`src/rtl/assert_macros.svh`:
```
// Assertion macros for the replay window RTL.
// Depends on nothing; the bodies are empty when SYNTHESIS is defined.
`ifndef ASSERT_MACROS_SVH
`define ASSERT_MACROS_SVH
`ifndef SYNTHESIS
`define SRW_ASSERT(label, clk, rst_n, prop, msg) \
  label: assert property (@(posedge clk) disable iff (!rst_n) prop) else $error(msg);
`define SRW_ASSERT_NEVER(label, clk, rst_n, expr, msg) \
  label: assert property (@(posedge clk) disable iff (!rst_n) !(expr)) else $error(msg);
`else
`define SRW_ASSERT(label, clk, rst_n, prop, msg)
`define SRW_ASSERT_NEVER(label, clk, rst_n, expr, msg)
`endif
`endif

```
`src/rtl/srw_pkg.sv`:
```
// Types, constants and op codes for the sequence replay window.
// Depends on nothing; used by every module of the block.
`timescale 1ns / 1ps
package srw_pkg;

  localparam int SEQ_W       = 64;
  localparam int MAP_W       = 64;
  localparam int SHIFT_W     = 6;
  localparam int ACK_W       = 32;
  localparam int OP_W        = 2;
  localparam int WINDOW      = 64;
  localparam int IN_TDATA_W  = 64;
  localparam int OUT_FIELD_W = 1 + 1 + SEQ_W + ACK_W + SEQ_W;
  localparam int OUT_TDATA_W = ((OUT_FIELD_W + 7) / 8) * 8;
  localparam int OUT_PAD_W   = OUT_TDATA_W - OUT_FIELD_W;

  localparam logic [OP_W-1:0] OP_CHECK  = 2'd0;
  localparam logic [OP_W-1:0] OP_ACCEPT = 2'd1;
  localparam logic [OP_W-1:0] OP_CLEAR  = 2'd2;

  typedef struct packed {
    logic [OP_W-1:0]  op;
    logic [SEQ_W-1:0] seq;
  } item_t;

  typedef struct packed {
    logic [SEQ_W-1:0] first_seq;
    logic [ACK_W-1:0] ack_window;
    logic [SEQ_W-1:0] highest_seq;
    logic             any_seen;
    logic             admitted;
  } result_t;

endpackage

```
`src/rtl/srw_in_stage.sv`:
```
// Input register of the replay window: holds one transaction until it advances.
// Depends on srw_pkg.
`timescale 1ns / 1ps
module srw_in_stage (
  input  logic                                clk,
  input  logic                                rst_n,
  input  logic                                in_tvalid,
  output logic                                in_tready,
  input  logic [srw_pkg::IN_TDATA_W-1:0]      in_tdata,
  input  logic [srw_pkg::OP_W-1:0]            in_tuser,
  input  logic                                advance,
  output logic                                item_valid,
  output srw_pkg::item_t                      item
);

  logic           valid_r;
  logic           valid_nxt;
  srw_pkg::item_t item_r;
  logic           load;

  assign in_tready = !valid_r || advance;
  assign load      = in_tvalid && in_tready;

  always_comb begin
    valid_nxt = valid_r;
    if (load) begin
      valid_nxt = 1'b1;
    end else if (advance) begin
      valid_nxt = 1'b0;
    end
  end

  always_ff @(posedge clk) begin
    if (!rst_n) begin
      valid_r <= 1'b0;
    end else begin
      valid_r <= valid_nxt;
    end
  end

  always_ff @(posedge clk) begin
    if (load) begin
      item_r.op  <= in_tuser;
      item_r.seq <= in_tdata[srw_pkg::SEQ_W-1:0];
    end
  end

  assign item_valid = valid_r;
  assign item       = item_r;

endmodule

```
`src/rtl/srw_window.sv`:
```
// Window state with combinational admission check and registered update.
// Depends on srw_pkg and assert_macros.svh.
`timescale 1ns / 1ps
`include "assert_macros.svh"
module srw_window (
  input  logic             clk,
  input  logic             rst_n,
  input  logic             fire,
  input  srw_pkg::item_t   item,
  output srw_pkg::result_t result
);

  logic                      seen_r, seen_nxt;
  logic [srw_pkg::SEQ_W-1:0] top_r, top_nxt;
  logic [srw_pkg::MAP_W-1:0] bitmap_r, bitmap_nxt;
  logic [srw_pkg::SEQ_W-1:0] base_r, base_nxt;

  logic                      is_newer;
  logic [srw_pkg::SEQ_W-1:0] ahead;
  logic [srw_pkg::SEQ_W-1:0] behind;
  logic                      in_window;
  logic                      ok;
  logic [srw_pkg::MAP_W-1:0] shifted;

  assign is_newer  = item.seq > top_r;
  assign ahead     = item.seq - top_r;
  assign behind    = top_r - item.seq;
  assign in_window = (behind < srw_pkg::SEQ_W'(srw_pkg::WINDOW)) &&
                     (behind[srw_pkg::SEQ_W-1:srw_pkg::SHIFT_W] == '0);
  assign shifted   = (ahead[srw_pkg::SEQ_W-1:srw_pkg::SHIFT_W] != '0) ? '0 :
                     (bitmap_r << ahead[srw_pkg::SHIFT_W-1:0]);

  always_comb begin
    seen_nxt   = seen_r;
    top_nxt    = top_r;
    bitmap_nxt = bitmap_r;
    base_nxt   = base_r;
    ok         = 1'b0;
    if (item.op == srw_pkg::OP_CLEAR) begin
      seen_nxt   = 1'b0;
      top_nxt    = '0;
      bitmap_nxt = '0;
      base_nxt   = '0;
    end else begin
      ok = !seen_r || is_newer ||
           (in_window && !bitmap_r[behind[srw_pkg::SHIFT_W-1:0]]);
      if (item.op == srw_pkg::OP_ACCEPT && ok) begin
        if (!seen_r) begin
          seen_nxt   = 1'b1;
          top_nxt    = item.seq;
          base_nxt   = item.seq;
          bitmap_nxt = srw_pkg::MAP_W'(1);
        end else if (is_newer) begin
          top_nxt    = item.seq;
          bitmap_nxt = shifted | srw_pkg::MAP_W'(1);
        end else begin
          bitmap_nxt[behind[srw_pkg::SHIFT_W-1:0]] = 1'b1;
        end
      end
    end
  end

  always_ff @(posedge clk) begin
    if (!rst_n) begin
      seen_r   <= 1'b0;
      top_r    <= '0;
      bitmap_r <= '0;
      base_r   <= '0;
    end else if (fire) begin
      seen_r   <= seen_nxt;
      top_r    <= top_nxt;
      bitmap_r <= bitmap_nxt;
      base_r   <= base_nxt;
    end
  end

  assign result.admitted    = ok;
  assign result.any_seen    = seen_nxt;
  assign result.highest_seq = top_nxt;
  assign result.ack_window  = bitmap_nxt[srw_pkg::ACK_W:1];
  assign result.first_seq   = base_nxt;

  `SRW_ASSERT(a_clear_empties, clk, rst_n, fire && item.op == srw_pkg::OP_CLEAR |=> !seen_r && bitmap_r == '0, "clear left window state")
  `SRW_ASSERT(a_empty_map, clk, rst_n, !seen_r |-> bitmap_r == '0, "bitmap set while window empty")
  `SRW_ASSERT(a_top_marked, clk, rst_n, seen_r |-> bitmap_r[0], "highest sequence not marked")
  `SRW_ASSERT(a_top_monotonic, clk, rst_n, fire && item.op != srw_pkg::OP_CLEAR && seen_r |=> top_r >= $past(top_r), "highest sequence went back")
  `SRW_ASSERT(a_idle_holds, clk, rst_n, !fire |=> $stable(top_r) && $stable(bitmap_r) && $stable(seen_r), "window changed without a transaction")

endmodule

```
`src/rtl/sequence_replay_window_core.sv`:
```
// Top level of the anti-replay sliding window for 64-bit sequence numbers.
// Depends on srw_pkg, srw_in_stage and srw_window.
//
// Channel | Direction | Carries
// in_     | slave     | tuser: op[1:0]; tdata: seq[63:0]
// out_    | master    | tdata: admitted, any_seen, highest_seq, ack_window, first_seq, pad
//
// One transaction per cycle unless stalled; it passes the input, then the output register.
// The window registers are read and written in the cycle a transaction leaves
// the input register, so consecutive transactions see each other's updates.
// A stalled output holds both stages; the input register still fills while empty.
// Synchronous active-low reset empties the window and both stages.
`timescale 1ns / 1ps
module sequence_replay_window_core (
  input  logic                               clk,
  input  logic                               rst_n,
  input  logic                               in_tvalid,
  output logic                               in_tready,
  input  logic [srw_pkg::IN_TDATA_W-1:0]     in_tdata,   // seq[63:0]
  input  logic [srw_pkg::OP_W-1:0]           in_tuser,   // op[1:0]
  output logic                               out_tvalid,
  input  logic                               out_tready,
  output logic [srw_pkg::OUT_TDATA_W-1:0]    out_tdata   // admitted, any_seen,
                                                         // highest_seq, ack_window,
                                                         // first_seq, zero pad
);

  logic             advance;
  logic             item_valid;
  logic             fire;
  srw_pkg::item_t   item;
  srw_pkg::result_t result;

  logic                              out_valid_r, out_valid_nxt;
  logic [srw_pkg::OUT_TDATA_W-1:0]   out_data_r;

  assign advance = !out_valid_r || out_tready;
  assign fire    = item_valid && advance;

  srw_in_stage u_in_stage (
    .clk        (clk),
    .rst_n      (rst_n),
    .in_tvalid  (in_tvalid),
    .in_tready  (in_tready),
    .in_tdata   (in_tdata),
    .in_tuser   (in_tuser),
    .advance    (advance),
    .item_valid (item_valid),
    .item       (item)
  );

  srw_window u_window (
    .clk    (clk),
    .rst_n  (rst_n),
    .fire   (fire),
    .item   (item),
    .result (result)
  );

  always_comb begin
    out_valid_nxt = out_valid_r;
    if (advance) begin
      out_valid_nxt = item_valid;
    end
  end

  always_ff @(posedge clk) begin
    if (!rst_n) begin
      out_valid_r <= 1'b0;
    end else begin
      out_valid_r <= out_valid_nxt;
    end
  end

  always_ff @(posedge clk) begin
    if (fire) begin
      out_data_r <= {{srw_pkg::OUT_PAD_W{1'b0}}, result};
    end
  end

  assign out_tvalid = out_valid_r;
  assign out_tdata  = out_data_r;

endmodule
```
`config.mk`:
```
export PLATFORM = sky130hd
export DESIGN_NAME = sequence_replay_window_core
export DESIGN_NICKNAME = d
export VERILOG_FILES = /design/src/rtl/srw_pkg.sv /design/src/rtl/srw_in_stage.sv /design/src/rtl/srw_window.sv /design/src/rtl/sequence_replay_window_core.sv
export VERILOG_INCLUDE_DIRS = /design/src /design/src/rtl
export SDC_FILE = /design/constraint.sdc
export NUM_CORES = 2
export LEC_CHECK = 0
export BUFFER_PORTS_ARGS = -buffer_cell sky130_fd_sc_hd__buf_2
export CORE_UTILIZATION = 41
export CTS_BUF_LIST = sky130_fd_sc_hd__clkbuf_8
export DETAILED_ROUTE_END_ITERATION = 10
export REMOVE_ABC_BUFFERS = 1
export SYNTH_ARGS = -nofsm -noshare
export SYNTH_HDL_FRONTEND = slang
export SYNTH_SLANG_ARGS = --single-unit
```
`constraint.sdc`:
```
create_clock -name clk -period 18.9 [get_ports clk]
set_input_delay 0.945 -clock clk [delete_from_list [all_inputs] [get_ports clk]]
set_output_delay 0.945 -clock clk [all_outputs]
set_load 0.02 [all_outputs]
```
* Word-level counts from Yosys, hierarchy flattened
Index checks and enable logic that the tools add are counted.
Cells by class: add/sub/neg operators 2, multipliers 0, divide/modulo/power cells 0, order comparisons 4, eq/ne operators 2, shift-type cells 1, multiplexer cells 20, bitwise logic cells 1, reduce and logical (&&, ||, !) cells 19
Operators with widths (number):
- 64-bit two-way mux | 12
- 64-bit subtractor | 2
- 64-bit greater-than comparator | 1
- 64-bit by 7-bit less-than comparator with 1-bit output (second input constant) | 1
- 64-bit OR | 1
- 64-bit by 6-bit left shift with 64-bit output | 1
- 58-bit zero test | 1
- 58-bit nonzero test | 1
- 6-bit by 7-bit less-than comparator with 1-bit output (second input constant) | 1
- 1-bit binary-select mux with 6-bit select | 1
- 1-bit demux with 6-bit select | 1
- 6-bit by 1-bit >= comparator with 1-bit output (second input constant) | 1
- 1-bit logical AND | 6
- 1-bit two-way mux | 6
- 1-bit zero test | 4
- 1-bit logical OR | 4
- 2-bit nonzero test | 2
- 2-bit by 1-bit == test with 1-bit output (second input constant) | 1
- 2-bit == test (second input constant) | 1
- 2-bit AND reduction | 1
Storage, ports and cells: register bits after elaboration 423, bits in latches 0, bits in writable memories 0, memory bits (read-only) 0, bits of input ports 70, output and inout bits 170, word-level logic and storage cells 60, memories kept 0

* Longest topological paths before layout
depth after elaboration 10, depth in mapped cells 20, gate-level depth less buffers 17

* Modules after synthesis
From an unflattened synthesis, not the netlist that was laid out.
Unflattened totals: cells, all modules 3809, area, all modules 31924.4 um^2
By module, submodules not included:
- srw_window | instances 1, cells each 3564, area each 24913.9 um^2, sequential area each 3863.7 um^2
- sequence_replay_window_core | instances 1, cells each 174, area each 4971.0 um^2, sequential area each 4884.7 um^2
- srw_in_stage | instances 1, cells each 71, area each 2039.5 um^2, sequential area each 2001.9 um^2

* Worst setup path after synthesis
Ideal clock, no wire load.
kind input -> register, start point input out_tready, end point register out_data_r (netlist bit out_tdata[0]) (enable), setup time 589 ps, arrival time 6150 ps, required time 18311 ps, path slack 12161 ps, cell stages on the path 5, path buffers 2, cell sequence nor2b_1 > or2b_2 > clkbuf_8 > clkinv_1 > clkbuf_1
Between the ends: cells in the longest elaborated chain, start to end 2
RTL lines:
- start, declared | RTL line sequence_replay_window_core.sv:22 | input logic out_tready,
- 1-bit logical OR | RTL line sequence_replay_window_core.sv:37 | assign advance = !out_valid_r || out_tready;
- 1-bit logical AND | RTL line sequence_replay_window_core.sv:38 | assign fire = item_valid && advance;
- named net fire | RTL line sequence_replay_window_core.sv:30 | logic fire;
- end signal, assigned | RTL line sequence_replay_window_core.sv:77 | out_data_r <= {{srw_pkg::OUT_PAD_W{1'b0}}, result};
- end, declared | RTL line sequence_replay_window_core.sv:35 | logic [srw_pkg::OUT_TDATA_W-1:0] out_data_r;
The timed path passes the listed nets, and every way through them passes these cells. A chain may end at the register's enable or synchronous reset.

==> reports/qor.yml <==
critical_path:
  reg2reg_to: "out_tdata[86]$_DFFE_PP_"
  slowest_stage: "and2_1"
  reg2reg_depth: 16
  cp_common_cell: "a21oi_1"
  start_kind: "flop"
  critPathMaxStageDelay_ps: 970
  crit_cells: 16
  criticalPathCategory: "reg -> reg"
  end_kind: "flop"
  crit_end: "out_tdata[86]$_DFFE_PP_"
  r2r-start: "u_in_stage.item[51]$_DFFE_PP_"
  crit_required_ps: 19390
  arrival_ps: 7590
  crit_family: "compound AO/OA/AOI/OAI gates"
  r2r_slack_ps: 11800
  startpoint: "u_in_stage.item[51]$_DFFE_PP_"
  crit_fanout: 43
  cp_cell_sequence: "inv_1 -> ha_1 -> a21oi_1 -> o21ai_0 -> a21oi_1 -> o21ai_0 -> a211oi_1 -> o22ai_1 -> nor4_1 -> o2111ai_1 -> nor4_1 -> and4_2 -> buf_4 -> and2_1 -> a31oi_1 -> a21oi_1"
  timing.critical_path.buf_inv: 2
sta:
  fmax_mhz: 141
  skew_ps: 49.9
  setup_viol: 0
  min_period_over_period: 0.375
  grt_setup_unrepaired: "false"
  finalMaxSlewViolations: 0
  period_minus_slack_ps: 7100
  relSlewSlack: 0.239
  fin_ws_ps: 11800
  tightest_slew_ps: 1140
  hold_viol_final: 0
  fin_tns_setup_ps: 0
global_route:
  grt_pass1_vias: 29253
  overflow: 0
  grt_first_pass_wirelength_mm: 188
  grt_antenna_before_repair: 4
  track_usage: 0.316
  grt_max_degree: 102
synthesis:
  synth_top_family_by_area: "compound AO/OA/AOI/OAI gates"
  synth_compound_area_frac: 0.251
  yosysWarnings: 0
  synth_area_leaders: "edfxtp_1, dfxtp_1, nand2_1"
  yosys-top-cells-count: "nand2_1, a21oi_1, nor2_1"
  synth_top_area_cell: "edfxtp_1"
  synth_seq_cells: 423
  synth.top_cell.area_share: 0.220
  yosysSeqAreaShare: 0.346
  syn_area_per_cell_um2: 8.09
  synth_cell_types: 115
  synth_most_common_cell: "nand2_1"
  synthFlopType: "edfxtp_1"
  syn-cell-area_um2: 31100
  synthXorXnorAreaFrac: 0.0196
  synth_async_sr_flop_share: 0
  synthMuxAreaShare: 0.0684
  synth_edf_count: 228
  synth-adder-area-share: 0.0524
  syn-instance-count: 3841
  synthSimpleGateAreaFrac: 0.201
clock_tree:
  postCtsHoldBufs: 0
  cts_tree: "built"
  cts-resized-gates: 0
  numCtsBuffers: 76
  clk_pin_slew_ps: 60
  htree_num_levels: 3
  post-cts-setup-buffers: 0
  clock_latency_ps: 710
  root_buffer: "clkbuf_8"
  numClockSinks: 423
  clockBufferDepth: 3
drt:
  wirelength_mm: 125
  wl_per_cell_um: 25.2
  drt_iter0_drc: 3377
  firstDrtPassIters: 7
  vias_per_cell: 6.20
  drc: 0
  num_vias: 30823
  drtAntennaViolNets: 0
power_and_ir_drop:
  p_sw_mw: 0.832
  irDropWorstVdd_mv: 0.0481
  p_clk_frac: 0.355
  comb_power_share: 0.227
  power_leakage_nw: 12.1
  sequentialPowerShare: 0.418
  power_mw: 2.46
  switching_share: 0.338
  p_int_mw: 1.63
  power_density_nw_per_um2: 72.0
die:
  io_pins: 240
  die-area_um2: 76900
  start_util: 0.416
  core_um2: 74700
  row_count: 100
  dieWidth_um: 277
  fp.dieH_um: 277
place:
  pre_cts_slack_ps: 12190
  dp_hpwl_mm: 93.5
  gp_congestion: 1.05
  postPlaceCellArea_um2: 32600
  io_buffers: 233
job:
  drv_cap: 0
run_status:
  status: "finished clean"
final_layout:
  num-fill-cells: 7619
  finish.utilization: 0.457
  area_delta_synth_final_pct: 9.81
  final_cell_area_um2: 34100
  nets: 4139
  final_layout_size_suffix_gt1_frac: 0.134
  ff_latch_area_um2: 10800
  multi_input_area_um2: 18600
hold_path:
  worstHoldPathType: "in -> reg"
  hold_depth: 1
## sequential cells by signal, indices dropped and copies added, names as in the netlist
signal                 cells
u_in_stage.item           66
u_window.top_r            64
u_window.bitmap_r         64
u_window.seen_r            1
out_tdata                162
out_tvalid                 1
u_in_stage.item_valid      1
u_window.base_r           64
## stage by stage
stage	instances	hold slack (ps)
5_1_grt	4973	403
3_5_place_dp	4831	458
3_3_place_gp	4831	449
2_1_floorplan	3589	444
4_1_cts	4972	381
6_report	4974	433
## area by class of cell
| cell class | instances | area share |
|---|---|---|
| flip-flops and latches | 423 | 0.315 |
| repair buffers | 273 | 0.0434 |
| clock inverters | 54 | 0.00975 |
| multi-input cells | 3015 | 0.544 |
| inverters | 151 | 0.0168 |
| diodes | 2 | 0.000147 |
| clock buffers | 87 | 0.0351 |
| well taps | 969 | 0.0355 |
## metal layers
layer | share of wire | vias to the layer above | track usage
met3 | 0.086 | 298 | 0.0616
met1 | 0.42 | 14944 | 0.425
met5 | 0.00020 | - | 0
met4 | 0.046 | 4 | 0.138
li1 | - | 14076 | -
met2 | 0.45 | 1501 | 0.493
## layout by cell type, fill, tap and decap left out, drive strengths merged, types with 17 or more instances in the layout
master    n
a211oi   53
a21boi  143
a21o     24
a21oi   469
a221oi   21
a31oi    33
and4     17
buf     273
clkbuf   87
dfxtp   195
edfxtp  228
ha      127
inv     186
mux2i    82
mux4     55
nand2   860
nand3    54
nand4    77
nor2    247
nor3     51
nor4     31
o211ai   21
o21a     38
o21ai   255
o22ai    19
o31ai    21
or3      19
xnor2    45
xor2     23
## power by group through the flow
| stage | combinational [mW] | sequential [mW] | clock, mW |
|---|---|---|---|
| after floorplan | 0.316 | 1.07 | 0 |
| after global placement | 0.545 | 1.05 | 0 |
| after detailed placement | 0.540 | 1.05 | 0 |
| after CTS | 0.543 | 1.03 | 0.898 |
| after global routing | 0.588 | 1.03 | 0.935 |
| final | 0.557 | 1.03 | 0.874 |
## how the worst min path moves through the flow
stage / startpoint / endpoint / slack (ps)
2_1_floorplan: u_window.base_r[0]$_SDFFE_PN0P_ / u_window.base_r[0]$_SDFFE_PN0P_ / 440
3_3_place_gp: u_window.base_r[45]$_SDFFE_PN0P_ / u_window.base_r[45]$_SDFFE_PN0P_ / 450
3_5_place_dp: u_window.base_r[13]$_SDFFE_PN0P_ / u_window.base_r[13]$_SDFFE_PN0P_ / 460
4_1_cts: in_tdata[36] / u_in_stage.item[36]$_DFFE_PP_ / 380
5_1_grt: in_tdata[36] / u_in_stage.item[36]$_DFFE_PP_ / 400
6_report: in_tdata[34] / u_in_stage.item[34]$_DFFE_PP_ / 430
## logic make-up after synthesis
group	after synthesis
buffers and inverters	408
AOI/OAI and AO/OA	1235
xor gates and xnor gates	68
adders and majority gates	129
muxes	143
other	1
DFF	423
and+or+nand+nor	1434
Power figures use the tool's default switching activity.
